### src/rtl/core/bsr_pkg.sv
// Shared types and constants for the BMP scanline to RGB24 converter.
// Used by every module of the block; depends on nothing.
`timescale 1ns / 1ps

package bsr_pkg;

  // Image limits and palette size
  localparam int MAX_WIDTH  = 1024;
  localparam int MAX_HEIGHT = 1024;
  localparam int PAL_DEPTH  = 256;
  localparam int PAL_AW     = $clog2(PAL_DEPTH);

  // Field and counter widths
  localparam int CFG_W = 11;   // width and height registers
  localparam int POS_W = 12;   // byte offset within a row stride
  localparam int ROW_W = 11;   // rows received, saturates at MAX_HEIGHT
  localparam int X_W   = 10;   // pixel column
  localparam int Y_W   = 10;   // top-down line number
  localparam int RGB_W = 24;
  localparam int LANES = 8;    // most pixels one byte can yield
  localparam int LANE_W = $clog2(LANES);

  // Pixel formats
  localparam logic [1:0] FMT_MONO  = 2'd0;
  localparam logic [1:0] FMT_PAL4  = 2'd1;
  localparam logic [1:0] FMT_PAL8  = 2'd2;
  localparam logic [1:0] FMT_BGR24 = 2'd3;

  // Item kinds
  localparam logic OP_PAL_WRITE = 1'b0;
  localparam logic OP_PIXEL     = 1'b1;

  // Register indexes
  localparam logic [1:0] REG_FORMAT = 2'd0;
  localparam logic [1:0] REG_WIDTH  = 2'd1;
  localparam logic [1:0] REG_HEIGHT = 2'd2;

  // Mono colours
  localparam logic [RGB_W-1:0] RGB_BLACK = 24'h000000;
  localparam logic [RGB_W-1:0] RGB_WHITE = 24'hffffff;

  typedef struct packed {
    logic       opcode;
    logic [7:0] palette_index;
    logic [23:0] palette_color;
    logic [7:0] data_byte;
  } item_t;

  typedef struct packed {
    logic [7:0] red;
    logic [7:0] green;
    logic [7:0] blue;
    logic [9:0] pixel_x;
    logic [9:0] line_y;
    logic       last_of_item;
  } pixel_t;

  // Palette port requests from the stream decoder
  typedef struct packed {
    logic              wr_en;
    logic [PAL_AW-1:0] wr_addr;
    logic [RGB_W-1:0]  wr_color;
    logic              rd_en;
    logic [PAL_AW-1:0] rd_addr0;
    logic [PAL_AW-1:0] rd_addr1;
  } pal_req_t;

  // One decoded byte waiting to be expanded into pixels
  typedef struct packed {
    logic [1:0]       fmt;
    logic [7:0]       data_byte;
    logic [RGB_W-1:0] rgb;
    logic [LANES-1:0] mask;
    logic [X_W-1:0]   x_base;
    logic [Y_W-1:0]   line_y;
  } work_t;

endpackage

### src/rtl/core/bsr_decode.sv
// Stream decoder: configuration registers, row and byte position tracking,
// 24 bpp byte assembly, and decode of each byte into a set of pixels.
// Depends on bsr_pkg.
`timescale 1ns / 1ps

module bsr_decode (
  input  logic                      clk,
  input  logic                      rst,
  input  logic                      cfg_valid,
  input  logic [1:0]                cfg_index,
  input  logic [bsr_pkg::CFG_W-1:0] cfg_data,
  input  logic                      accept,
  input  bsr_pkg::item_t            item,
  output bsr_pkg::pal_req_t         pal_req,
  output logic                      load,
  output bsr_pkg::work_t            work_in
);
  import bsr_pkg::*;

  // Configuration
  logic [1:0]       pixel_format;
  logic [CFG_W-1:0] line_width;
  logic [CFG_W-1:0] image_height;

  // Stream state
  logic [POS_W-1:0] pos;
  logic [X_W-1:0]   pos_q;    // pos / 3
  logic [1:0]       pos_r;    // pos % 3
  logic [ROW_W-1:0] rows;
  logic [15:0]      pend;
  logic [1:0]       pend_cnt;

  logic [POS_W-1:0] pos_next;
  logic [X_W-1:0]   pos_q_next;
  logic [1:0]       pos_r_next;
  logic [ROW_W-1:0] rows_next;
  logic [15:0]      pend_next;
  logic [1:0]       pend_cnt_next;

  logic [CFG_W-1:0] width_c;
  logic [CFG_W-1:0] height_c;
  logic [POS_W-1:0] width3;
  logic [POS_W-1:0] row_bytes;
  logic [POS_W-1:0] stride;
  logic [POS_W:0]   pos_inc;
  logic             live;
  logic             is_pixel;
  logic             in_px;
  logic             emit24;
  logic [LANES-1:0] mask;
  logic [X_W-1:0]   x_base;

  // Write configuration registers
  always_ff @(posedge clk) begin
    if (rst) begin
      pixel_format <= FMT_BGR24;
      line_width   <= CFG_W'(1);
      image_height <= CFG_W'(1);
    end else if (cfg_valid) begin
      unique case (cfg_index)
        REG_FORMAT: pixel_format <= cfg_data[1:0];
        REG_WIDTH:  line_width   <= cfg_data;
        REG_HEIGHT: image_height <= cfg_data;
        default:    ;
      endcase
    end
  end

  // Clamp geometry and derive the padded row stride
  always_comb begin
    priority if (line_width == '0) width_c = CFG_W'(1);
    else if (line_width > CFG_W'(MAX_WIDTH)) width_c = CFG_W'(MAX_WIDTH);
    else width_c = line_width;

    priority if (image_height == '0) height_c = CFG_W'(1);
    else if (image_height > CFG_W'(MAX_HEIGHT)) height_c = CFG_W'(MAX_HEIGHT);
    else height_c = image_height;

    width3 = POS_W'(width_c) + (POS_W'(width_c) << 1);

    unique case (pixel_format)
      FMT_MONO:  row_bytes = (POS_W'(width_c) + POS_W'(7)) >> 3;
      FMT_PAL4:  row_bytes = (POS_W'(width_c) + POS_W'(1)) >> 1;
      FMT_PAL8:  row_bytes = POS_W'(width_c);
      default:   row_bytes = width3;
    endcase
    stride = (row_bytes + POS_W'(3)) & ~POS_W'(3);
  end

  // Decode the byte into pixels
  always_comb begin
    is_pixel = item.opcode == OP_PIXEL;
    live     = (rows < ROW_W'(height_c)) && (pos < stride);
    in_px    = pos < width3;
    emit24   = in_px && ((pend_cnt >= 2'd2) || (pos_r == 2'd2));
    mask     = '0;
    x_base   = '0;
    unique case (pixel_format)
      FMT_MONO: begin
        for (int i = 0; i < LANES; i++) begin
          mask[i] = {pos, LANE_W'(i)} < (POS_W + LANE_W)'(width_c);
        end
        x_base = X_W'({pos, LANE_W'(0)});
      end
      FMT_PAL4: begin
        mask[0] = {pos, 1'b0} < (POS_W + 1)'(width_c);
        mask[1] = {pos, 1'b1} < (POS_W + 1)'(width_c);
        x_base  = X_W'({pos, 1'b0});
      end
      FMT_PAL8: begin
        mask[0] = pos < POS_W'(width_c);
        x_base  = X_W'(pos);
      end
      default: begin
        mask[0] = emit24;
        x_base  = pos_q;
      end
    endcase
    if (!live) begin
      mask = '0;
    end
  end

  // Pending BGR bytes and position advance
  always_comb begin
    pend_next     = pend;
    pend_cnt_next = pend_cnt;
    if (live && pixel_format == FMT_BGR24 && in_px) begin
      priority if (emit24) begin
        pend_next     = '0;
        pend_cnt_next = '0;
      end else if (pend_cnt == 2'd0) begin
        pend_next     = {8'h00, item.data_byte};
        pend_cnt_next = 2'd1;
      end else begin
        pend_next     = {item.data_byte, pend[7:0]};
        pend_cnt_next = pend_cnt + 2'd1;
      end
    end

    pos_inc = {1'b0, pos} + (POS_W + 1)'(1);
    rows_next = rows;
    if (pos_inc >= {1'b0, stride}) begin
      pos_next      = '0;
      pos_q_next    = '0;
      pos_r_next    = '0;
      pend_next     = '0;
      pend_cnt_next = '0;
      if (rows < ROW_W'(MAX_HEIGHT)) begin
        rows_next = rows + ROW_W'(1);
      end
    end else begin
      pos_next = pos_inc[POS_W-1:0];
      if (pos_r == 2'd2) begin
        pos_r_next = 2'd0;
        pos_q_next = pos_q + X_W'(1);
      end else begin
        pos_r_next = pos_r + 2'd1;
        pos_q_next = pos_q;
      end
    end
  end

  // Advance stream state on each pixel byte transfer
  always_ff @(posedge clk) begin
    if (rst) begin
      pos      <= '0;
      pos_q    <= '0;
      pos_r    <= '0;
      rows     <= '0;
      pend     <= '0;
      pend_cnt <= '0;
    end else if (accept && is_pixel) begin
      pos      <= pos_next;
      pos_q    <= pos_q_next;
      pos_r    <= pos_r_next;
      rows     <= rows_next;
      pend     <= pend_next;
      pend_cnt <= pend_cnt_next;
    end
  end

  // Palette port requests
  always_comb begin
    pal_req.wr_en    = accept && !is_pixel &&
                       ({1'b0, item.palette_index} < 9'(PAL_DEPTH));
    pal_req.wr_addr  = PAL_AW'(item.palette_index);
    pal_req.wr_color = item.palette_color;
    pal_req.rd_en    = accept && is_pixel;
    pal_req.rd_addr0 = (pixel_format == FMT_PAL4) ? PAL_AW'(item.data_byte[7:4])
                                                  : PAL_AW'(item.data_byte);
    pal_req.rd_addr1 = PAL_AW'(item.data_byte[3:0]);
  end

  // Hand the decoded byte to the expansion stage
  assign load              = accept && is_pixel && (mask != '0);
  assign work_in.fmt       = pixel_format;
  assign work_in.data_byte = item.data_byte;
  assign work_in.rgb       = {item.data_byte, pend[15:8], pend[7:0]};
  assign work_in.mask      = mask;
  assign work_in.x_base    = x_base;
  assign work_in.line_y    = Y_W'(height_c - CFG_W'(1) - CFG_W'(rows));

endmodule

### config.mk
export PLATFORM = sky130hd
export DESIGN_NAME = bsr_decode
export DESIGN_NICKNAME = d
export VERILOG_FILES = /design/src/rtl/core/bsr_pkg.sv /design/src/rtl/core/bsr_decode.sv
export SDC_FILE = /design/constraint.sdc
export NUM_CORES = 1
export LEC_CHECK = 0
export ABC_AREA = 1
export CAP_MARGIN = 40
export CELL_PAD_IN_SITES_DETAIL_PLACEMENT = 2
export CELL_PAD_IN_SITES_GLOBAL_PLACEMENT = 2
export CORE_ASPECT_RATIO = 0.8
export CORE_MARGIN = 4
export CORE_UTILIZATION = 36
export CTS_BUF_LIST = sky130_fd_sc_hd__clkbuf_4
export DETAILED_ROUTE_END_ITERATION = 8
export DONT_BUFFER_PORTS = 1
export PLACE_DENSITY_LB_ADDON = 0.1
export SLEW_MARGIN = 20
export SYNTH_ARGS = -nofsm -noshare
export SYNTH_HDL_FRONTEND = slang
export SYNTH_SLANG_ARGS = --single-unit
### constraint.sdc
create_clock -name clk -period 7.5 [get_ports clk]
set_input_delay 0.375 -clock clk [delete_from_list [all_inputs] [get_ports clk]]
set_output_delay 0.375 -clock clk [all_outputs]
set_load 0.01 [all_outputs]
==> qor.txt, run 1 <==
status: finished clean
Top delay family on crit path: simple AND/OR/NAND/NOR gates
post-CTS setup buffer count: 0
final period utilization: 0.908
CTS sink count: 77
htree depth: 3
fin crit period: 6.81 ns
RSZ-0062 raised after global routing: no
Slowest cell on crit path: dfxtp_1
die width: 172 µm
DRT Pass-1 Iters: 5
Starting Density: 0.371
Worst Clk Skew: 0.0241 ns
Reg clk slew, reported paths: 0.16 ns
syn avg cell area: 6.41 µm²
remaining antenna violation count: 0
Netlist cell types: 51
GRT Total Usage: 0.240
Fillers: 2621
CP required: 7.12 ns
Critical Path Most Common Cell: nand2_1
largest net degree at the start of global routing: 33
Max Cap Viol: 0
DP HPWL: 22.7 mm
TritonCTS Buffers: 9
pwr/cell area: 143 nW/µm²
most common cell after layout, fill and taps aside: nand2_1
FF+latch count, synth: 77
Syn-to-layout area delta: 1.66%
IO Port Bufs: 0
Hold Crit Class: input pin to flip-flop
commonest non-fill, non-tap cells in the layout: nand2_1 (254), inv_1 (162), nor2_1 (115), a21oi_1 (106), ha_1 (99)
Crit path largest cell delay: 0.50 ns
setup_tns: 0 ns
Layout Nets: 1315
crit path kind: flip-flop to output port
Setup crit end kind: output port
LEAKAGE: 3.75 nW
total power: 1.13 mW
CTS Buffer Depth: 2
sequential cell area: 1540 µm²
Max-Slew Margin vs Limit: 0.547
Max Transition Viols Final: 0
Setup crit start kind: flip-flop
Cells after Synth: 1212
Cell Area, Synth: 7770 µm²
crit path buf inv count: 3
CTS tree: built
sequential share of the synthesized area: 0.198
row cnt: 47
Final Wtd Congestion: 0.920
die area: 24000 µm²
first-pass GRT wire length: 46.1 mm
DR WL/cell: 19.9 µm
DRC viols: 0
Final Util: 0.377
Peak VDD IR: 0.0822 mV
vias in the first global route: 8232
antenna violations before repair: 1
Post-synth EDFFs: 0
DR vias/cell: 5.43
Critical Path Fanout Max: 14
Clk Latency, worst-skew pair: 0.48 ns
Die Span Y: 139 µm
share of cells above drive strength 1: 0.0474
Final Setup Violations: 0
Critical Path, Cell by Cell: inv_1 > o21bai_4 > nand2_1 > inv_1 > ha_1 > fa_1 > nand3_1 > nand2_1 > nand4_1 > nand2_1 > nand2_1 > nand2_1 > o21ai_0 > nand4_1 > nor2_2 > nand4_1 > xor2_1 > ha_1 > a211oi_1 > nand2_1 > inv_1 > o31ai_1 > a21oi_1
CTS root buf: clkbuf_4
ys flop type: dfxtp_1
Hold Violations, Final: 0
io pins: 171
WL final: 28.5 mm
synth warn: 0
Arr. time, crit path: 6.43 ns
initial DRC count: 311
GRT overflow: 0
DR vias: 7785
fmax: 147 MHz
Async S/R FF share, synth: 0
Multi-input gate area: 5070 µm²
total core area: 20900 µm²
Worst-Margin Slew: 0.673 ns
cells by family (layout without fill, tap and decap cells):
family | Yosys count | after routing | synth area share
and+or+nand+nor | 530 | 530 | 0.296
buffers and inverters | 252 | 197 | 0.153
AOI/OAI and AO/OA | 226 | 227 | 0.160
adders and majority gates | 101 | 101 | 0.165
DFF | 77 | 77 | 0.198
xor gates and xnor gates | 25 | 25 | 0.0282
other | 1 | 7 | 0.000483
cell usage after synthesis, drive strengths merged (3+ instances only):
cell type	instances	area [µm²]
nand2	264	1040
inv	167	627
nor2	124	500
a21oi	107	539
ha	99	1240
nand3	90	460
o21ai	80	400
dfxtp	77	1540
buf	66	487
nor3	28	140
xor2	20	175
clkbuf	17	65.1
nand4	16	100
o22ai	8	50.1
a211oi	6	45.0
a31oi	5	31.3
xnor2	5	43.8
o211ai	4	30.0
a21o	3	22.5
o221ai	3	26.3
worst paths after layout:
path	start	end	slack [ns]	depth (start not counted)
worst max-delay path	line_width[10]	load	0.69	23
worst min-delay path	cfg_data[4]	image_height[4]	0.03	2
worst max register to register	line_width[3]	pos_r[1]	1.19	33
worst min register to register	pend_cnt[0]	pend_cnt[0]	0.49	2
where the power goes:
group | internal, mW | switching, mW
clock network | 0.175 | 0.178
registers | 0.423 | 0.0183
logic | 0.102 | 0.234
stage by stage:
stage / cells / hold WS, ns / setup WS (ns) / instance area, µm²
after detailed placement: 1408 / 0.453 / 1.12 / 7630
after global placement: 1407 / 0.448 / 1.29 / 7610
after floorplan: 1215 / 0.444 / 2.89 / 7780
after global routing: 1433 / 0.0130 / 0.118 / 7900
final: 1433 / 0.0334 / 0.693 / 7900
after CTS: 1428 / 0.00309 / 0.631 / 7870
what timing repair did:
action | in CTS | in global routing
resized for setup | 0 | 0
hold buffers | 4 | 1
setup endpoints to repair | 0 | 3
endpoints found under the hold margin | 33 | 1
area by class of cell:
cell class | count | share of cell area
multi-input combinational | 887 | 0.641
tap | 269 | 0.0426
clock buffer | 10 | 0.00951
antenna | 3 | 0.000951
clock inverter | 6 | 0.0147
inverter | 169 | 0.0803
sequential | 77 | 0.195
timing repair buffer | 12 | 0.0152
state kept, by name, summed over array words and instances, names as in the netlist:
| name | count |
|---|---|
| pend | 16 |
| pos | 12 |
| image_height | 11 |
| line_width | 11 |
| rows | 11 |
| pos_q | 10 |
| pend_cnt | 2 |
| pixel_format | 2 |
| pos_r | 2 |
per-layer routing:
metal	vias up	routed length, µm	global-route usage
met5	-	0	0
met4	0	116	0.0186
met3	10	1320	0.0462
met2	124	12900	0.391
met1	3841	14200	0.344
li1	3810	-	-
Note: power is estimated with default switching activity, not from simulation.
==> inputs of run 2 (changes only) <==
- CORE_UTILIZATION: 36 -> 38
==> qor.txt, run 2 (synthesis gave the netlist of run 1 again) <==
status: finished clean
TritonCTS Buffers: 9
setup_tns: 0 ns
IO Port Bufs: 0
Critical Path Fanout Max: 28
Critical Path Most Common Cell: nand2_1
CTS root buf: clkbuf_4
DR vias: 7847
Final Wtd Congestion: 0.870
pwr/cell area: 139 nW/µm²
max FFs per register: 16
largest net degree at the start of global routing: 33
GRT overflow: 0
final period utilization: 0.912
Worst-Margin Slew: 0.700 ns
fmax: 146 MHz
Fillers: 2543
WL final: 28.2 mm
PostCTS Resize Cnt: 0
CP required: 7.12 ns
Largest Register: pend
Max Transition Viols Final: 0
share of cells above drive strength 1: 0.0467
commonest non-fill, non-tap cells in the layout: nand2_1 (254), inv_1 (162), nor2_1 (115), a21oi_1 (106), ha_1 (99)
Layout Nets: 1310
Hold Violations, Final: 0
total core area: 20000 µm²
initial DRC count: 402
Slowest cell on crit path: o21bai_4
Setup crit end kind: output port
most common cell after layout, fill and taps aside: nand2_1
Hold Crit Class: input pin to flip-flop
Die Span Y: 136 µm
DR WL/cell: 19.8 µm
Arr. time, crit path: 6.47 ns
die area: 22800 µm²
row cnt: 46
remaining antenna violation count: 0
Crit path largest cell delay: 0.56 ns
crit path kind: flip-flop to output port
io pins: 171
Worst Clk Skew: 0.0359 ns
CTS tree: built
Reg2Reg Setup Slack: 0.97 ns
Max Cap Viol: 0
vias in the first global route: 8255
Max-Slew Margin vs Limit: 0.529
Syn-to-layout area delta: 0.757%
htree depth: 3
Reg clk slew, reported paths: 0.14 ns
Multi-input gate area: 5050 µm²
Setup crit start kind: flip-flop
fin crit period: 6.84 ns
die width: 168 µm
Critical Path, Cell by Cell: nor2_1 > nand3_1 > o21bai_4 > nand2_1 > inv_1 > ha_1 > fa_1 > nand3_1 > nand2_1 > nand4_1 > nand3_1 > nand2_1 > o21ai_0 > nand4_1 > nor2_2 > nand4_1 > xor2_1 > ha_1 > a211oi_1 > nand2_1 > inv_1 > o211ai_1 > a21oi_1
Starting Density: 0.389
DR vias/cell: 5.51
Clk Latency, worst-skew pair: 0.46 ns
DP HPWL: 22.8 mm
total power: 1.09 mW
CTS sink count: 77
biggest regs: pend: 16 flops, pos: 12 flops
LEAKAGE: 3.71 nW
DRT Pass-1 Iters: 4
Final Util: 0.392
CTS Buffer Depth: 2
sequential cell area: 1540 µm²
antenna violations before repair: 1
GRT Total Usage: 0.245
DRC viols: 0
first-pass GRT wire length: 44.8 mm
Peak VDD IR: 0.0735 mV
RSZ-0062 raised after global routing: no
Final Setup Violations: 0
[run 2: changes by cell type in the layout (fill, tap and decap cells not counted)]
cell / previous run / this run
dlygate4sd3_1: 4 / 0
buf_8: 1 / 2
diode_2: 3 / 4
bufinv_16: 3 / 2
o21bai_2: 1 / 0
clkinvlp_4: 0 / 1
buf_4: 6 / 5
[run 2: area by class of cell]
type                            count  share of cell area
Clock buffer                       10             0.00959
Antenna cell                        4             0.00128
Multi-Input combinational cell    886               0.646
Tap cell                          264              0.0422
Timing Repair Buffer                8              0.0112
Clock inverter                      6              0.0120
Inverter                          169              0.0810
Sequential cell                    77               0.197
[run 2: power breakdown]
| group | internal [mW] | switching [mW] |
|---|---|---|
| clock | 0.142 | 0.170 |
| sequential | 0.423 | 0.0183 |
| combinational | 0.101 | 0.232 |
[run 2: worst paths after layout]
kind | cells past startpoint | end | from
worst min register to register | 2 | pend_cnt[0] | pend_cnt[0]
worst min-delay path | 2 | image_height[0] | cfg_data[0]
worst max register to register | 33 | pos[10] | line_width[3]
worst max-delay path | 23 | load | line_width[3]
[run 2: per-stage QoR]
stage / std cells / setup slack [ns] / area (µm²) / hold WS, ns
2_1_floorplan: 1215 / 2.89 / 7780 / 0.444
3_3_place_gp: 1401 / 1.24 / 7600 / 0.446
3_5_place_dp: 1403 / 1.15 / 7630 / 0.452
4_1_cts: 1420 / 0.672 / 7820 / 0.00841
5_1_grt: 1424 / 0.0483 / 7830 / 0.0116
6_report: 1424 / 0.657 / 7830 / 0.0453
[run 2: critical path, delay by kind of cell (launching register included)]
kind,cells,cell delay [ns]
flops,1,0.38
xor+xnor,1,0.26
simple gates,12,2.27
fa+ha+maj,3,0.88
buf+inv,2,0.55
compound gates,5,1.64
[run 2: timing repair]
item                      CTS  global route
hold endpoints to repair   32             0
hold buffers                1             0
buffers inserted            0             0
[run 2: layer usage]
| layer | global-route usage | part of all wire |
|---|---|---|
| met1 | 0.330 | 0.48 |
| met2 | 0.409 | 0.45 |
| met5 | 0 | 0 |
| met4 | 0.0541 | 0.021 |
| met3 | 0.0485 | 0.048 |
==> inputs of run 3 (changes only) <==
- clock period: 7.5 -> 8.6 ns (I/O delays scaled with it)
==> qor.txt, run 3 (synthesis gave the netlist of run 1 again) <==
Syn-to-layout area delta: 0.274%
Hold Crit Class: input pin to flip-flop
row cnt: 46
Max-Slew Margin vs Limit: 0.496
Worst-Margin Slew: 0.749 ns
antenna violations before repair: 1
biggest regs: pend: 16 flops, pos: 12 flops
IO Port Bufs: 0
DP HPWL: 22.8 mm
Final Setup Violations: 0
Fillers: 2586
share of cells above drive strength 1: 0.0466
initial DRC count: 408
fmax: 139 MHz
Setup crit end kind: output port
Cell Area, Placed: 7630 µm²
crit path kind: flip-flop to output port
Max Transition Viols Final: 0
CP required: 8.17 ns
r2r startpoint: line_width[3]
Worst Clk Skew: 0.0380 ns
Critical Path Fanout Max: 28
Reg2Reg Setup Slack: 2.02 ns
CTS Buffer Depth: 2
TritonCTS Buffers: 9
RSZ-0062 raised after global routing: no
Reg clk slew, reported paths: 0.17 ns
first-pass GRT wire length: 45.7 mm
Largest Register: pend
CTS tree: built
fin crit period: 7.21 ns
GRT overflow: 0
largest net degree at the start of global routing: 31
Final Wtd Congestion: 0.872
DRT Pass-1 Iters: 5
R2R Path End: pos_r[1]
design area: 7790 µm²
hold wc startpoint: cfg_data[0]
Setup crit start kind: flip-flop
pwr/cell area: 115 nW/µm²
DRC viols: 0
WL final: 28.4 mm
remaining antenna violation count: 0
PnR worst setup slack: 1.39 ns
Clk Latency, worst-skew pair: 0.49 ns
io pins: 171
GRT Total Usage: 0.250
LEAKAGE: 3.70 nW
Layout Nets: 1312
Max Cap Viol: 0
R2R cell count: 33
htree depth: 3
max FFs per register: 16
Peak VDD IR: 0.0700 mV
pre-CTS WS: 1.98 ns
CTS root buf: clkbuf_4
Die Span Y: 136 µm
vias in the first global route: 8260
crit path launch: line_width[3]
most common cell after layout, fill and taps aside: nand2_1
final period utilization: 0.838
setup_tns: 0 ns
CTS sink count: 77
DR vias/cell: 5.41
Arr. time, crit path: 6.78 ns
post-CTS setup buffer count: 0
die area: 22800 µm²
commonest non-fill, non-tap cells in the layout: nand2_1 (254), inv_1 (162), nor2_1 (115), a21oi_1 (106), ha_1 (99)
status: finished clean
DR vias: 7692
Starting Density: 0.389
Hold Violations, Final: 0
crit path to: load
DR WL/cell: 19.9 µm
total core area: 20000 µm²
die width: 168 µm
==> run 3: worst min path at each step <==
stage / end / cells past startpoint
floorplan: pend_cnt[0] / 2
global placement: pend_cnt[0] / 2
detailed placement: pos_r[1] / 2
CTS: pend_cnt[1] / 1
global route: pixel_format[0] / 2
finish: pixel_format[0] / 2
==> run 3: what timing repair did <==
item / CTS / global route
resized for setup: 0 / 0
hold buffers: 2 / 1
hold endpoints to repair: 30 / 1
==> run 3: power breakdown <==
part           leakage (nW)  total (mW)  switching [mW]  internal [mW]
clock                0.0676       0.216           0.155         0.0607
sequential            0.625       0.385          0.0162          0.369
combinational          3.01       0.291           0.203         0.0879
total                  3.70       0.892           0.375          0.517
==> run 3: area by class of cell <==
type                    instances  area [µm²]  share of cell area
clock inverters                 7        51.3             0.00659
clock buffers                   9        67.6             0.00867
inverters                     169         634              0.0814
well taps                     264         330              0.0424
flip-flops and latches         77        1540               0.198
diodes                          1        2.50            0.000321
repair buffers                 10         108              0.0138
multi-input cells             886        5050               0.649
==> run 3: worst max-delay path, cell delays in order (launching register included) <==
cell	delay, ns
dfxtp_1	0.39
nor2_1	0.20
nand3_1	0.16
o21bai_4	0.56
nand2_1	0.43
inv_1	0.39
ha_1	0.46
fa_1	0.31
nand3_1	0.09
nand2_1	0.11
nand4_1	0.15
nand3_1	0.12
nand2_1	0.08
o21ai_0	0.42
nand4_1	0.19
nor2_2	0.15
nand4_1	0.26
xor2_1	0.25
ha_1	0.21
a211oi_1	0.44
nand2_1	0.31
inv_1	0.19
o211ai_1	0.12
a21oi_1	0.26
==> run 3: stage by stage <==
stage	utilization	cells	hold slack [ns]	power [mW]
floorplan	-	1215	0.444	0.625
global placement	0.380	1401	0.446	0.670
detailed placement	0.382	1403	0.465	0.680
CTS	0.389	1421	0.00817	0.902
global route	0.390	1423	0.0545	0.957
finish	0.390	1423	0.0852	0.892
==> run 3: per-layer routing <==
metal | global-route usage | share of wire | vias to the layer above | routed length (µm)
li1 | - | - | 3792 | -
met1 | 0.338 | 0.49 | 3736 | 13800
met3 | 0.0503 | 0.046 | 27 | 1290
met4 | 0.0446 | 0.014 | 0 | 396
met2 | 0.418 | 0.45 | 137 | 12900
met5 | 0 | 0 | - | 0
