**src/rtl/core/bsr_pkg.sv**
```systemverilog
// Shared types and constants for the BMP scanline to RGB24 converter.
// Used by every module of the block; depends on nothing.
`timescale 1ns / 1ps

package bsr_pkg;

  // Image limits and palette size
  localparam int MAX_WIDTH  = 1024;
  localparam int MAX_HEIGHT = 1024;
  localparam int PAL_DEPTH  = 256;
  localparam int PAL_AW     = $clog2(PAL_DEPTH);

  // Field and counter widths
  localparam int CFG_W = 11;   // width and height registers
  localparam int POS_W = 12;   // byte offset within a row stride
  localparam int ROW_W = 11;   // rows received, saturates at MAX_HEIGHT
  localparam int X_W   = 10;   // pixel column
  localparam int Y_W   = 10;   // top-down line number
  localparam int RGB_W = 24;
  localparam int LANES = 8;    // most pixels one byte can yield
  localparam int LANE_W = $clog2(LANES);

  // Pixel formats
  localparam logic [1:0] FMT_MONO  = 2'd0;
  localparam logic [1:0] FMT_PAL4  = 2'd1;
  localparam logic [1:0] FMT_PAL8  = 2'd2;
  localparam logic [1:0] FMT_BGR24 = 2'd3;

  // Item kinds
  localparam logic OP_PAL_WRITE = 1'b0;
  localparam logic OP_PIXEL     = 1'b1;

  // Register indexes
  localparam logic [1:0] REG_FORMAT = 2'd0;
  localparam logic [1:0] REG_WIDTH  = 2'd1;
  localparam logic [1:0] REG_HEIGHT = 2'd2;

  // Mono colours
  localparam logic [RGB_W-1:0] RGB_BLACK = 24'h000000;
  localparam logic [RGB_W-1:0] RGB_WHITE = 24'hffffff;

  typedef struct packed {
    logic       opcode;
    logic [7:0] palette_index;
    logic [23:0] palette_color;
    logic [7:0] data_byte;
  } item_t;

  typedef struct packed {
    logic [7:0] red;
    logic [7:0] green;
    logic [7:0] blue;
    logic [9:0] pixel_x;
    logic [9:0] line_y;
    logic       last_of_item;
  } pixel_t;

  // Palette port requests from the stream decoder
  typedef struct packed {
    logic              wr_en;
    logic [PAL_AW-1:0] wr_addr;
    logic [RGB_W-1:0]  wr_color;
    logic              rd_en;
    logic [PAL_AW-1:0] rd_addr0;
    logic [PAL_AW-1:0] rd_addr1;
  } pal_req_t;

  // One decoded byte waiting to be expanded into pixels
  typedef struct packed {
    logic [1:0]       fmt;
    logic [7:0]       data_byte;
    logic [RGB_W-1:0] rgb;
    logic [LANES-1:0] mask;
    logic [X_W-1:0]   x_base;
    logic [Y_W-1:0]   line_y;
  } work_t;

endpackage

```
**src/rtl/core/bsr_expand.sv**
```systemverilog
// Expansion stage: holds one decoded byte and sends its pixels, one per
// transfer, through the output register. Depends on bsr_pkg.
`timescale 1ns / 1ps

module bsr_expand (
  input  logic                      clk,
  input  logic                      rst,
  input  logic                      load,
  input  bsr_pkg::work_t            work_in,
  input  logic [bsr_pkg::RGB_W-1:0] rd_color0,
  input  logic [bsr_pkg::RGB_W-1:0] rd_color1,
  output logic                      free,
  output logic                      pixel_valid,
  input  logic                      pixel_ready,
  output bsr_pkg::pixel_t           pixel
);
  import bsr_pkg::*;

  logic             work_valid;
  work_t            work;
  logic [LANES-1:0] rest;
  logic [LANE_W-1:0] lane;
  logic             last;
  logic             fire;
  logic [RGB_W-1:0] color;
  pixel_t           pixel_next;

  // Pick the lowest pending lane
  always_comb begin
    lane = '0;
    for (int i = LANES - 1; i >= 0; i--) begin
      if (work.mask[i]) begin
        lane = LANE_W'(i);
      end
    end
    rest = work.mask & ~(LANES'(1) << lane);
    last = rest == '0;
  end

  // Colour of the selected pixel
  always_comb begin
    unique case (work.fmt)
      FMT_MONO:  color = work.data_byte[LANE_W'(LANES - 1) - lane] ? RGB_BLACK
                                                                    : RGB_WHITE;
      FMT_PAL4:  color = (lane == '0) ? rd_color0 : rd_color1;
      FMT_PAL8:  color = rd_color0;
      default:   color = work.rgb;
    endcase
    pixel_next.red          = color[23:16];
    pixel_next.green        = color[15:8];
    pixel_next.blue         = color[7:0];
    pixel_next.pixel_x      = work.x_base + X_W'(lane);
    pixel_next.line_y       = work.line_y;
    pixel_next.last_of_item = last;
  end

  assign fire = work_valid && (!pixel_valid || pixel_ready);
  assign free = !work_valid || (fire && last);

  // Hold the byte until its last pixel leaves; a new byte replaces it
  always_ff @(posedge clk) begin
    if (rst) begin
      work_valid <= 1'b0;
    end else if (load) begin
      work_valid <= 1'b1;
    end else if (fire && last) begin
      work_valid <= 1'b0;
    end
  end

  always_ff @(posedge clk) begin
    if (load) begin
      work <= work_in;
    end else if (fire) begin
      work.mask <= rest;
    end
  end

  // Output register
  always_ff @(posedge clk) begin
    if (rst) begin
      pixel_valid <= 1'b0;
    end else if (fire) begin
      pixel_valid <= 1'b1;
    end else if (pixel_ready) begin
      pixel_valid <= 1'b0;
    end
  end

  always_ff @(posedge clk) begin
    if (fire) begin
      pixel <= pixel_next;
    end
  end

endmodule

```
**config.mk**
```make
export PLATFORM = sky130hd
export DESIGN_NAME = bsr_expand
export DESIGN_NICKNAME = d
export VERILOG_FILES = /design/src/rtl/core/bsr_pkg.sv /design/src/rtl/core/bsr_expand.sv
export SDC_FILE = /design/constraint.sdc
export NUM_CORES = 1
export LEC_CHECK = 0
export ABC_CLOCK_PERIOD_IN_PS = 6500
export CAP_MARGIN = 15
export CORE_ASPECT_RATIO = 2
export CORE_MARGIN = 10
export CORE_UTILIZATION = 57
export CTS_CLUSTER_SIZE = 28
export DETAILED_ROUTE_END_ITERATION = 16
export DONT_BUFFER_PORTS = 1
export PLACE_DENSITY_LB_ADDON = 0.25
export SYNTH_ARGS = -nofsm -noshare
export SYNTH_HDL_FRONTEND = slang
export SYNTH_SLANG_ARGS = --single-unit
```
**constraint.sdc**
```tcl
create_clock -name clk -period 6.5 [get_ports clk]
set_input_delay 0.65 -clock clk [delete_from_list [all_inputs] [get_ports clk]]
set_output_delay 0.65 -clock clk [all_outputs]
set_load 0.01 [all_outputs]
```
==> flow_metrics.py, run 1 <==
metrics = {
    "power": {
        "seq_power_share_pct": 57.6,
        "combPwrFrac_pct": 9.1,
        "power_switching_share_pct": 23.13,
        "design_power_total_w": 0.001582,
        "pwr_density_cell_nw_per_um2": 322.6,
        "power_report.internal_total_w": 0.001216,
        "total_switching_power_w": 0.0003661,
        "leakagePower_nw": 1.671,
        "worst_ir_drop_vdd_uv": 259.1,
        "share_clk_of_total_power_pct": 33.4,
    },
    "route": {
        "drtIter0Drc": 186,
        "postRouteWirelength_mm": 9.800,
        "via_count_of_the_routed_design": 2487,
        "drc": 0,
        "detail-route-antenna-nets": 0,
        "wire_per_inst_um": 24.32,
        "detail_route.first_pass.iterations": 4,
        "vias_per_cell": 6.171,
    },
    "clock_network": {
        "worst_skew_pair.late_latency_ns": 0.34,
        "htree_num_levels": 3,
        "cts.path.max_buffers": 2,
        "holdBufCountCts": 0,
        "cts-buffers-inserted": 9,
        "postCtsSetupBuffers": 0,
        "tritoncts": "yes",
        "cts_resized": 0,
        "sink_count_of_the_clock_tree": 109,
        "path_clk_slew_ns": 0.07,
        "clock-root-buffer": "clkbuf_16",
    },
    "critical_path": {
        "rr_startpoint": "work[22]",
        "critical_path_endpoint": "pixel[25]",
        "worst-path-max-fanout": 24,
        "critical_path_required_ns": 6.69,
        "startpoint_types": "flop",
        "worst-setup-path-type": "reg -> reg",
        "arrival_ns": 3.15,
        "critical_path.startpoint": "work[22]",
        "r2r_slack_ns": 3.54,
        "sort_of_element_at_the_end_of_the_critical_path": "flop",
        "timing.reg2reg.worst_path_depth": 5,
        "rr_endpoint": "pixel[25]",
    },
    "sta": {
        "min_period_over_period_pct": 45.50,
        "tns_ns": 0,
        "hold_viol": 0,
        "maxClockFrequency_mhz": 338.1,
        "slew_headroom_pct": 27.24,
        "timing.final.max_slew_violations": 0,
        "report.final.setup_viol": 0,
        "unrepaired_setup_endpoints_after_global_routing": "no",
        "worstMarginPinSlew_ns": 1.091,
        "worst_clock_skew_ns": 0.006787,
        "layout_min_cycle_time_ns": 2.958,
    },
    "synthesis": {
        "synth.net_count": 424,
        "synth.cell_area_um2": 4571,
        "syn_warnings": 0,
        "syn_avg_cell_area_um2": 14.94,
        "synth_area_leaders": "edfxtp_1, a31oi_2, a22oi_1, nor2_1, nand2_1",
        "synth-edff-count": 107,
        "netlist.top_cell.by_area": "edfxtp_1",
        "synth-seq-area-share_pct": 71.17,
        "ys.flop_type": "edfxtp_1",
        "async_flop_share_pct": 0,
        "synth.cells.most_frequent": "edfxtp_1, nor2_1, a22oi_1",
        "most_frequently_used_cell_type_in_the_post_synthesis_netlist": "edfxtp_1",
        "synth-seq-cells": 109,
        "synth_top_cell_area_share_pct": 70.30,
        "syn-instance-count": 306,
        "yosys.cell_types.count": 47,
    },
    "floorplan": {
        "floorplan.rows": 46,
        "die_area_um2": 12220,
        "placeableCoreArea_um2": 7885,
        "die_width_um": 83.32,
        "ioPinCount": 161,
        "fp.dieH_um": 146.6,
        "initial_core_util_pct": 57.97,
    },
    "worst_hold_path": {
        "hold_start": "rst",
        "tightest_hold_check_type": "in -> reg",
        "hold_depth": 1,
    },
    "global_routing": {
        "first_global_vias": 2652,
        "grt_overflow": 0,
        "global_route_wire_length_before_repair_mm": 14.76,
        "pin_count_of_the_biggest_net_entering_global_routing": 73,
        "antenna_found_initial": 0,
        "groute.usage.overall_pct": 15.79,
    },
    "final_layout": {
        "layout.nets": 420,
        "n_antenna_cell": 0,
        "layoutNonFillerInstCount": 403,
        "finish.instance_area_um2": 4906,
        "num-fill-cells": 586,
        "drive_above_1_share_pct": 14.98,
        "area_growth_syn_to_layout_pct": 7.337,
    },
    "job": {
        "cap_violations": 0,
    },
    "place": {
        "placement.cell_area_um2": 4613,
        "place.gp.congestion": 0.7760,
        "count_of_placed_standard_cells_including_taps": 387,
        "detailed_placement_wirelength_estimate_mm": 7.370,
        "io_buffers": 0,
    },
    "outcome": {
        "outcome": "completed",
    },
}
-- registers in the layout, summed over array words and instances (netlist names) --
register,count
pixel,45
work_valid,1
work,52
pixel_valid,1
pixel_next,10
-- routing by layer --
layer / vias to the layer above / global-route usage, % / share of wire, %
met5: - / 0 / 0
met4: 0 / 7.021 / 2.3
met3: 16 / 6.072 / 6.8
met2: 120 / 29.31 / 58
met1: 1191 / 14.59 / 33
li1: 1160 / - / -
-- cell families (layout without fill, tap and decap cells) --
kind of cell               count (synthesis)  in the layout  synth area share [%]
buffers and inverters                     27             28                 2.874
and+or+nand+nor                           74             74                 7.446
AOI/OAI and AO/OA                         80             80                 14.84
muxes                                      2              2                0.4380
DFF                                      109            109                 71.17
adders and majority gates                  6              6                 1.697
xor gates and xnor gates                   8              8                 1.533
-- critical path: stages, from the launching register on --
cell and delay, ns:
edfxtp_1 0.52, or4_4 0.62, or2_1 0.29, a21oi_2 0.86, a22oi_1 0.28, a31oi_2 0.23
-- power groups by stage --
stage          combinational, W  sequential, W  clock [W]
5_1_grt                0.000162       0.000918   0.000573
2_1_floorplan          0.000132       0.000904          0
3_5_place_dp           0.000146       0.000928          0
6_report               0.000144       0.000911   0.000528
4_1_cts                0.000146       0.000913   0.000543
3_3_place_gp           0.000141       0.000926          0
-- worst min-delay path by stage --
stage | end
final | pixel_valid
after global routing | pixel_valid
after CTS | pixel_valid
after detailed placement | pixel[5]
after global placement | pixel[6]
after floorplan | pixel[10]
-- per-stage QoR --
step | worst slack (ns) | hold slack (ns) | utilization (%)
2_1_floorplan | 3.912 | 0.4003 | -
4_1_cts | 3.537 | 0.3590 | 62.22
5_1_grt | 3.357 | 0.3590 | 62.22
3_3_place_gp | 3.608 | 0.4009 | 58.51
6_report | 3.542 | 0.3695 | 62.22
3_5_place_dp | 3.553 | 0.4056 | 58.51
-- layout by cell type (no fill, tap or decap), types with 2 or more instances in the layout --
master     count
nor3_1         2
clkbuf_16      9
or2_2          2
buf_4          2
a22oi_1       24
a31oi_2       20
inv_1          9
or4_4          2
dfxtp_1        2
edfxtp_1     107
maj3_1         2
mux2i_1        2
nand3_1        2
nor2_1        37
nand2_1       17
xnor2_1        6
a21o_1         5
clkinv_4       2
a21oi_1        3
nand2b_1       3
a31oi_1        4
ha_1           3
xor2_1         2
o21ai_0       11
-- final cells by class --
class	instances	area [um^2]	share of cell area (%)
repair buffers	2	15.01	0.3060
multi-input cells	170	1187	24.20
clock inverters	6	63.81	1.301
flip-flops and latches	109	3253	66.31
clock buffers	10	229.0	4.667
inverters	10	37.54	0.7651
well taps	96	120.1	2.448
Power figures use the tool's default switching activity.
==> run 2: changes to the inputs <==
--- a/config.mk
+++ b/config.mk
@@ -5,7 +5,8 @@
 export SDC_FILE = /design/constraint.sdc
 export NUM_CORES = 1
 export LEC_CHECK = 0
-export ABC_CLOCK_PERIOD_IN_PS = 6500
+export ABC_AREA = 1
+export ABC_CLOCK_PERIOD_IN_PS = 2600
 export CAP_MARGIN = 15
 export CORE_ASPECT_RATIO = 2
 export CORE_MARGIN = 10
==> constraint.sdc (replaced) <==
create_clock -name clk -period 2.6 [get_ports clk]
set_input_delay 0.26 -clock clk [delete_from_list [all_inputs] [get_ports clk]]
set_output_delay 0.26 -clock clk [all_outputs]
set_load 0.01 [all_outputs]
==> flow_metrics.py, run 2 <==
metrics = {
    "outcome": {
        "outcome": "completed",
    },
    "route": {
        "detail_route.first_pass.iterations": 4,
        "drc": 0,
        "postRouteWirelength_mm": 11.93,
        "vias_per_cell": 5.285,
        "detail-route-antenna-nets": 0,
        "wire_per_inst_um": 18.69,
        "via_count_of_the_routed_design": 3372,
        "drtIter0Drc": 230,
    },
    "sta": {
        "worst_clock_skew_ns": 0.008797,
        "min_period_over_period_pct": 94.67,
        "hold_viol": 0,
        "worst_hold_slack_ns": 0.01574,
        "slew_headroom_pct": 28.13,
        "timing.final.max_slew_violations": 0,
        "report.final.setup_viol": 0,
        "worstMarginPinSlew_ns": 1.077,
        "layout_min_cycle_time_ns": 2.461,
        "maxClockFrequency_mhz": 406.3,
    },
    "place": {
        "place.gp.congestion": 0.8947,
        "detailed_placement_wirelength_estimate_mm": 8.879,
        "count_of_placed_standard_cells_including_taps": 589,
        "io_buffers": 0,
    },
    "critical_path": {
        "r2r_slack_ns": 0.14,
        "timing.reg2reg.worst_path_depth": 16,
        "sort_of_element_at_the_end_of_the_critical_path": "flop",
        "arrival_ns": 2.55,
        "worst-setup-path-type": "reg -> reg",
        "worst-path-max-fanout": 4,
        "critical_path_required_ns": 2.68,
        "startpoint_types": "flop",
    },
    "synthesis": {
        "ys.flop_type": "edfxtp_1",
        "synth-seq-cells": 109,
        "synth_area_leaders": "edfxtp_1, nand2_1, inv_1, nand3_2, nand3_1",
        "netlist.top_cell.by_area": "edfxtp_1",
        "syn-instance-count": 495,
        "synth.cell_area_um2": 5146,
        "synth-edff-count": 107,
        "syn_warnings": 0,
        "yosys.cell_types.count": 30,
        "syn_avg_cell_area_um2": 10.40,
        "synth.cells.most_frequent": "nand2_1, edfxtp_1, inv_1",
        "async_flop_share_pct": 0,
        "most_frequently_used_cell_type_in_the_post_synthesis_netlist": "nand2_1",
        "synth-seq-area-share_pct": 63.21,
        "synth.net_count": 613,
        "synth_top_cell_area_share_pct": 62.44,
    },
    "final_layout": {
        "layout.cells.most_common_list": "nand2_1, edfxtp_1, inv_1",
        "area_growth_syn_to_layout_pct": 14.25,
        "num-fill-cells": 664,
        "drive_above_1_share_pct": 12.69,
        "mostFrequentLayoutCell": "nand2_1",
        "layoutNonFillerInstCount": 638,
        "max_flop_register": "work",
        "n_antenna_cell": 0,
        "layout.nets": 649,
        "number_of_flip_flops_under_the_largest_register_name": 52,
    },
    "global_routing": {
        "grt_overflow": 0,
        "antenna_found_initial": 0,
        "pin_count_of_the_biggest_net_entering_global_routing": 70,
        "groute.usage.overall_pct": 17.09,
        "first_global_vias": 3321,
        "global_route_wire_length_before_repair_mm": 17.47,
    },
    "floorplan": {
        "floorplan.rows": 49,
        "ioPinCount": 161,
        "initial_core_util_pct": 57.89,
        "die_width_um": 87.19,
        "die_area_um2": 13460,
        "fp.dieH_um": 154.4,
        "placeableCoreArea_um2": 8890,
    },
    "clock_network": {
        "clock-root-buffer": "clkbuf_16",
        "sink_count_of_the_clock_tree": 109,
        "cts-buffers-inserted": 9,
        "htree_num_levels": 3,
        "path_clk_slew_ns": 0.07,
        "worst_skew_pair.late_latency_ns": 0.34,
        "tritoncts": "yes",
        "postCtsSetupBuffers": 0,
        "cts.path.max_buffers": 2,
    },
    "power": {
        "combPwrFrac_pct": 13.6,
        "share_clk_of_total_power_pct": 34.3,
        "leakagePower_nw": 2.640,
        "seq_power_share_pct": 52.0,
        "total_switching_power_w": 0.001096,
        "worst_ir_drop_vdd_uv": 660.2,
        "pwr_density_cell_nw_per_um2": 732.4,
        "power_switching_share_pct": 25.45,
        "power_report.internal_total_w": 0.003210,
    },
    "worst_hold_path": {
        "hold_depth": 0,
        "tightest_hold_check_type": "in -> reg",
    },
    "job": {
        "cap_violations": 0,
    },
}
-- run 2: cell count changes in the layout (fill, tap and decap cells not counted), sizes merged, moves of 5 or more --
cell | previous run | this run
a21o | 5 | 0
a22oi | 24 | 0
a31oi | 24 | 2
dlygate4sd3 | 0 | 33
inv | 10 | 105
nand2 | 17 | 166
nand3 | 2 | 57
nor2 | 37 | 15
o21ai | 13 | 7
-- run 2: worst paths after layout --
path	start	to
worst max-delay path	work[26]	pixel[19]
worst min-delay path	work_in[43]	work[43]
worst max register to register	work[26]	pixel[19]
worst min register to register	pixel_next[9]	pixel[9]
-- run 2: layout make-up --
cell class,count,area [um^2],area share [%]
Clock buffer,10,229.0,3.894
Clock inverter,6,100.1,1.702
Inverter,102,385.4,6.555
Multi-Input combinational cell,271,1416,24.09
Sequential cell,109,3253,55.33
Tap cell,102,127.6,2.171
Timing Repair Buffer,38,367.9,6.257
-- run 2: power by group through the flow --
stage          logic (W)  clock network (W)  registers [W]
2_1_floorplan   0.000459                  0        0.00225
3_3_place_gp    0.000529                  0        0.00228
3_5_place_dp    0.000547                  0        0.00228
4_1_cts         0.000562            0.00150        0.00224
5_1_grt         0.000666            0.00157        0.00226
6_report        0.000587            0.00148        0.00224
-- run 2: critical path, cell delays in order (launching register included) --
cell and delay, ns:
edfxtp_1 0.40, inv_2 0.07, nand2_1 0.04, nand2_1 0.05, nand2_1 0.06, nand2_2 0.08, nand2_4 0.07, nand2_4 0.09
nand2_4 0.07, inv_1 0.06, ha_1 0.15, inv_1 0.06, fa_1 0.42, o21ai_2 0.22, nand3_1 0.15, nor2_1 0.14
xor2_1 0.07
-- run 2: cells by family (layout without fill, tap and decap cells) --
group                      after synthesis  count (layout)  share of synthesized area, %
adders and majority gates                4               4                         1.118
AOI/OAI and AO/OA                       16              16                         1.604
xor gates and xnor gates                 6               6                         1.021
and+or+nand+nor                        245             245                         23.61
DFF                                    109             109                         63.21
buffers and inverters                  115             156                         9.433
-- run 2: through the flow --
step | total power [W] | TNS [ns] | utilization (%) | worst slack (ns) | area, um^2
3_3_place_gp | 0.002809 | 0 | 58.68 | 0.1044 | 5216
5_1_grt | 0.004495 | -0.01046 | 66.14 | -0.01046 | 5879
6_report | 0.004306 | 0 | 66.14 | 0.1386 | 5879
2_1_floorplan | 0.002710 | 0 | - | 0.2862 | 5146
3_5_place_dp | 0.002831 | -0.0006137 | 58.68 | -0.0006137 | 5216
4_1_cts | 0.004310 | 0 | 63.50 | 0.1079 | 5645
-- run 2: timing repair --
| action | in CTS | in global routing |
|---|---|---|
| endpoints found under the setup margin | 1 | 2 |
| hold endpoints to repair | 11 | 23 |
| hold buffers | 10 | 23 |
| gates resized for setup | 1 | 1 |
| pin swaps | 0 | 1 |
-- run 2: layer usage --
metal	GRT usage (%)	vias up	part of all wire [%]
li1	-	1648	-
met1	15.97	1584	33
met2	32.55	114	57
met3	5.576	26	6.7
met4	5.878	0	2.7
met5	0	-	0
==> run 3: changes to the inputs <==
--- a/config.mk
+++ b/config.mk
@@ -5,12 +5,12 @@
 export SDC_FILE = /design/constraint.sdc
 export NUM_CORES = 1
 export LEC_CHECK = 0
-export ABC_AREA = 1
+export ABC_AREA = 0
 export ABC_CLOCK_PERIOD_IN_PS = 2600
 export CAP_MARGIN = 15
 export CORE_ASPECT_RATIO = 2
 export CORE_MARGIN = 10
-export CORE_UTILIZATION = 57
+export CORE_UTILIZATION = 56
 export CTS_CLUSTER_SIZE = 28
 export DETAILED_ROUTE_END_ITERATION = 16
 export DONT_BUFFER_PORTS = 1
==> flow_metrics.py, run 3 (same netlist as run 1, synthesis figures left out) <==
metrics = {
    "global_routing": {
        "global_route_wire_length_before_repair_mm": 15.17,
        "grt_overflow": 0,
        "antenna_found_initial": 1,
        "groute.usage.overall_pct": 15.83,
        "pin_count_of_the_biggest_net_entering_global_routing": 73,
        "first_global_vias": 2809,
    },
    "power": {
        "pwr_density_cell_nw_per_um2": 765.5,
        "power_switching_share_pct": 22.79,
        "power_report.internal_total_w": 0.003079,
        "share_clk_of_total_power_pct": 32.1,
        "leakagePower_nw": 1.818,
        "combPwrFrac_pct": 11.2,
        "worst_ir_drop_vdd_uv": 623.2,
        "design_power_total_w": 0.003988,
        "total_switching_power_w": 0.0009090,
        "seq_power_share_pct": 56.7,
    },
    "final_layout": {
        "regArea_um2": 3253,
        "layout.nets": 450,
        "drive_above_1_share_pct": 17.26,
        "layout.cells.most_common_list": "edfxtp_1, nor2_1, a22oi_1",
        "area_growth_syn_to_layout_pct": 13.99,
        "max_flop_register": "work",
        "layoutNonFillerInstCount": 433,
        "number_of_flip_flops_under_the_largest_register_name": 52,
        "num-fill-cells": 580,
        "mostFrequentLayoutCell": "edfxtp_1",
        "finish.instance_area_um2": 5210,
        "multiInputGateArea_um2": 1194,
    },
    "critical_path": {
        "worst-path-max-fanout": 4,
        "worst-setup-path-type": "reg -> reg",
        "critical_path_required_ns": 2.68,
        "sort_of_element_at_the_end_of_the_critical_path": "flop",
        "startpoint_types": "flop",
        "arrival_ns": 2.51,
    },
    "worst_hold_path": {
        "tightest_hold_check_type": "in -> reg",
    },
    "job": {
        "cap_violations": 0,
    },
    "floorplan": {
        "fp.dieH_um": 147.8,
        "ioPinCount": 161,
        "initial_core_util_pct": 57.55,
        "placeableCoreArea_um2": 7943,
        "die_width_um": 83.88,
        "floorplan.rows": 46,
        "die_area_um2": 12390,
    },
    "sta": {
        "layout_min_cycle_time_ns": 2.423,
        "report.final.setup_viol": 0,
        "slew_headroom_pct": 70.08,
        "hold_viol": 0,
        "timing.final.max_slew_violations": 0,
        "maxClockFrequency_mhz": 412.8,
        "unrepaired_setup_endpoints_after_global_routing": "no",
        "tns_ns": 0,
        "worstMarginPinSlew_ns": 0.4447,
        "min_period_over_period_pct": 93.18,
        "worst_clock_skew_ns": 0.005613,
    },
    "place": {
        "count_of_placed_standard_cells_including_taps": 398,
        "place.gp.congestion": 0.8765,
        "io_buffers": 0,
        "detailed_placement_wirelength_estimate_mm": 7.614,
        "placement.cell_area_um2": 4733,
    },
    "outcome": {
        "outcome": "completed",
    },
    "clock_network": {
        "path_clk_slew_ns": 0.06,
        "sink_count_of_the_clock_tree": 109,
        "tritoncts": "yes",
        "worst_skew_pair.late_latency_ns": 0.33,
        "cts-buffers-inserted": 9,
        "htree_num_levels": 3,
        "cts.path.max_buffers": 2,
        "clock-root-buffer": "clkbuf_16",
    },
    "route": {
        "drc": 0,
        "detail-route-antenna-nets": 0,
        "vias_per_cell": 5.919,
        "detail_route.first_pass.iterations": 4,
        "postRouteWirelength_mm": 10.06,
        "wire_per_inst_um": 23.22,
        "drtIter0Drc": 158,
        "via_count_of_the_routed_design": 2563,
    },
}
## run 3: cell types whose count changed in the layout (fill, tap and decap cells not counted), sizes merged, moves of 5 or more
cell         before  now
nor2             15   37
a22oi             0   24
dlygate4sd3      33   18
a21o              0    5
o21ai             7   13
nand2           166   17
buf               5   14
nand3            57    2
a31oi             2   24
inv             105   10
## run 3: power by group through the flow
stage	sequential, W	clock (W)	combinational, W
final	0.00226	0.00128	0.000448
after global routing	0.00228	0.00138	0.000499
after CTS	0.00227	0.00131	0.000445
after detailed placement	0.00230	0	0.000426
after global placement	0.00230	0	0.000415
after floorplan	0.00226	0	0.000329
## run 3: stage by stage
step	util [%]	setup WS, ns	hold slack [ns]
floorplan	-	0.1443	0.3291
global placement	59.59	0.2001	0.3313
detailed placement	59.59	0.1267	0.3331
CTS	65.01	0.1196	0.0006185
global route	65.60	0.006213	0.0001230
finish	65.60	0.1774	0.01953
## run 3: layer usage
metal,wire length (um),vias to the layer above,global-route usage [%],share of wire [%]
met2,5837,101,29.74,58
met5,0,-,0,0
met4,124,0,6.734,1.2
li1,-,1224,-,-
met1,3630,1232,15.51,36
met3,463,6,4.458,4.6
## run 3: timing repair
| item | in CTS | in global routing |
|---|---|---|
| resized for setup | 0 | 1 |
| setup endpoints to repair | 0 | 3 |
| hold buffers | 15 | 3 |
| hold endpoints to repair | 16 | 3 |
| setup buffers | 0 | 1 |
## run 3: area by class of cell
cell class	count	area share, %
inverter	10	0.7205
timing repair buffer	32	6.196
sequential	109	62.44
tap	96	2.305
antenna	1	0.04803
multi-input combinational	170	22.91
clock inverter	6	1.057
clock buffer	9	4.323
## run 3: worst paths after layout
check                                    from       endpoint  slack (ns)  depth (start not counted)
worst min register to register  pixel_next[5]       pixel[5]        0.42                          0
worst max-delay path                 work[22]      pixel[18]        0.18                          7
worst max register to register       work[22]      pixel[18]        0.18                          7
worst min-delay path               work_in[7]  pixel_next[8]        0.02                          0
## run 3: worst max-delay path: stages (launching register included)
cell      delay, ns
edfxtp_1       0.39
or4_4          0.57
or2_1          0.29
inv_2          0.08
ha_1           0.26
a21oi_1        0.24
and3b_1        0.22
xor2_1         0.14
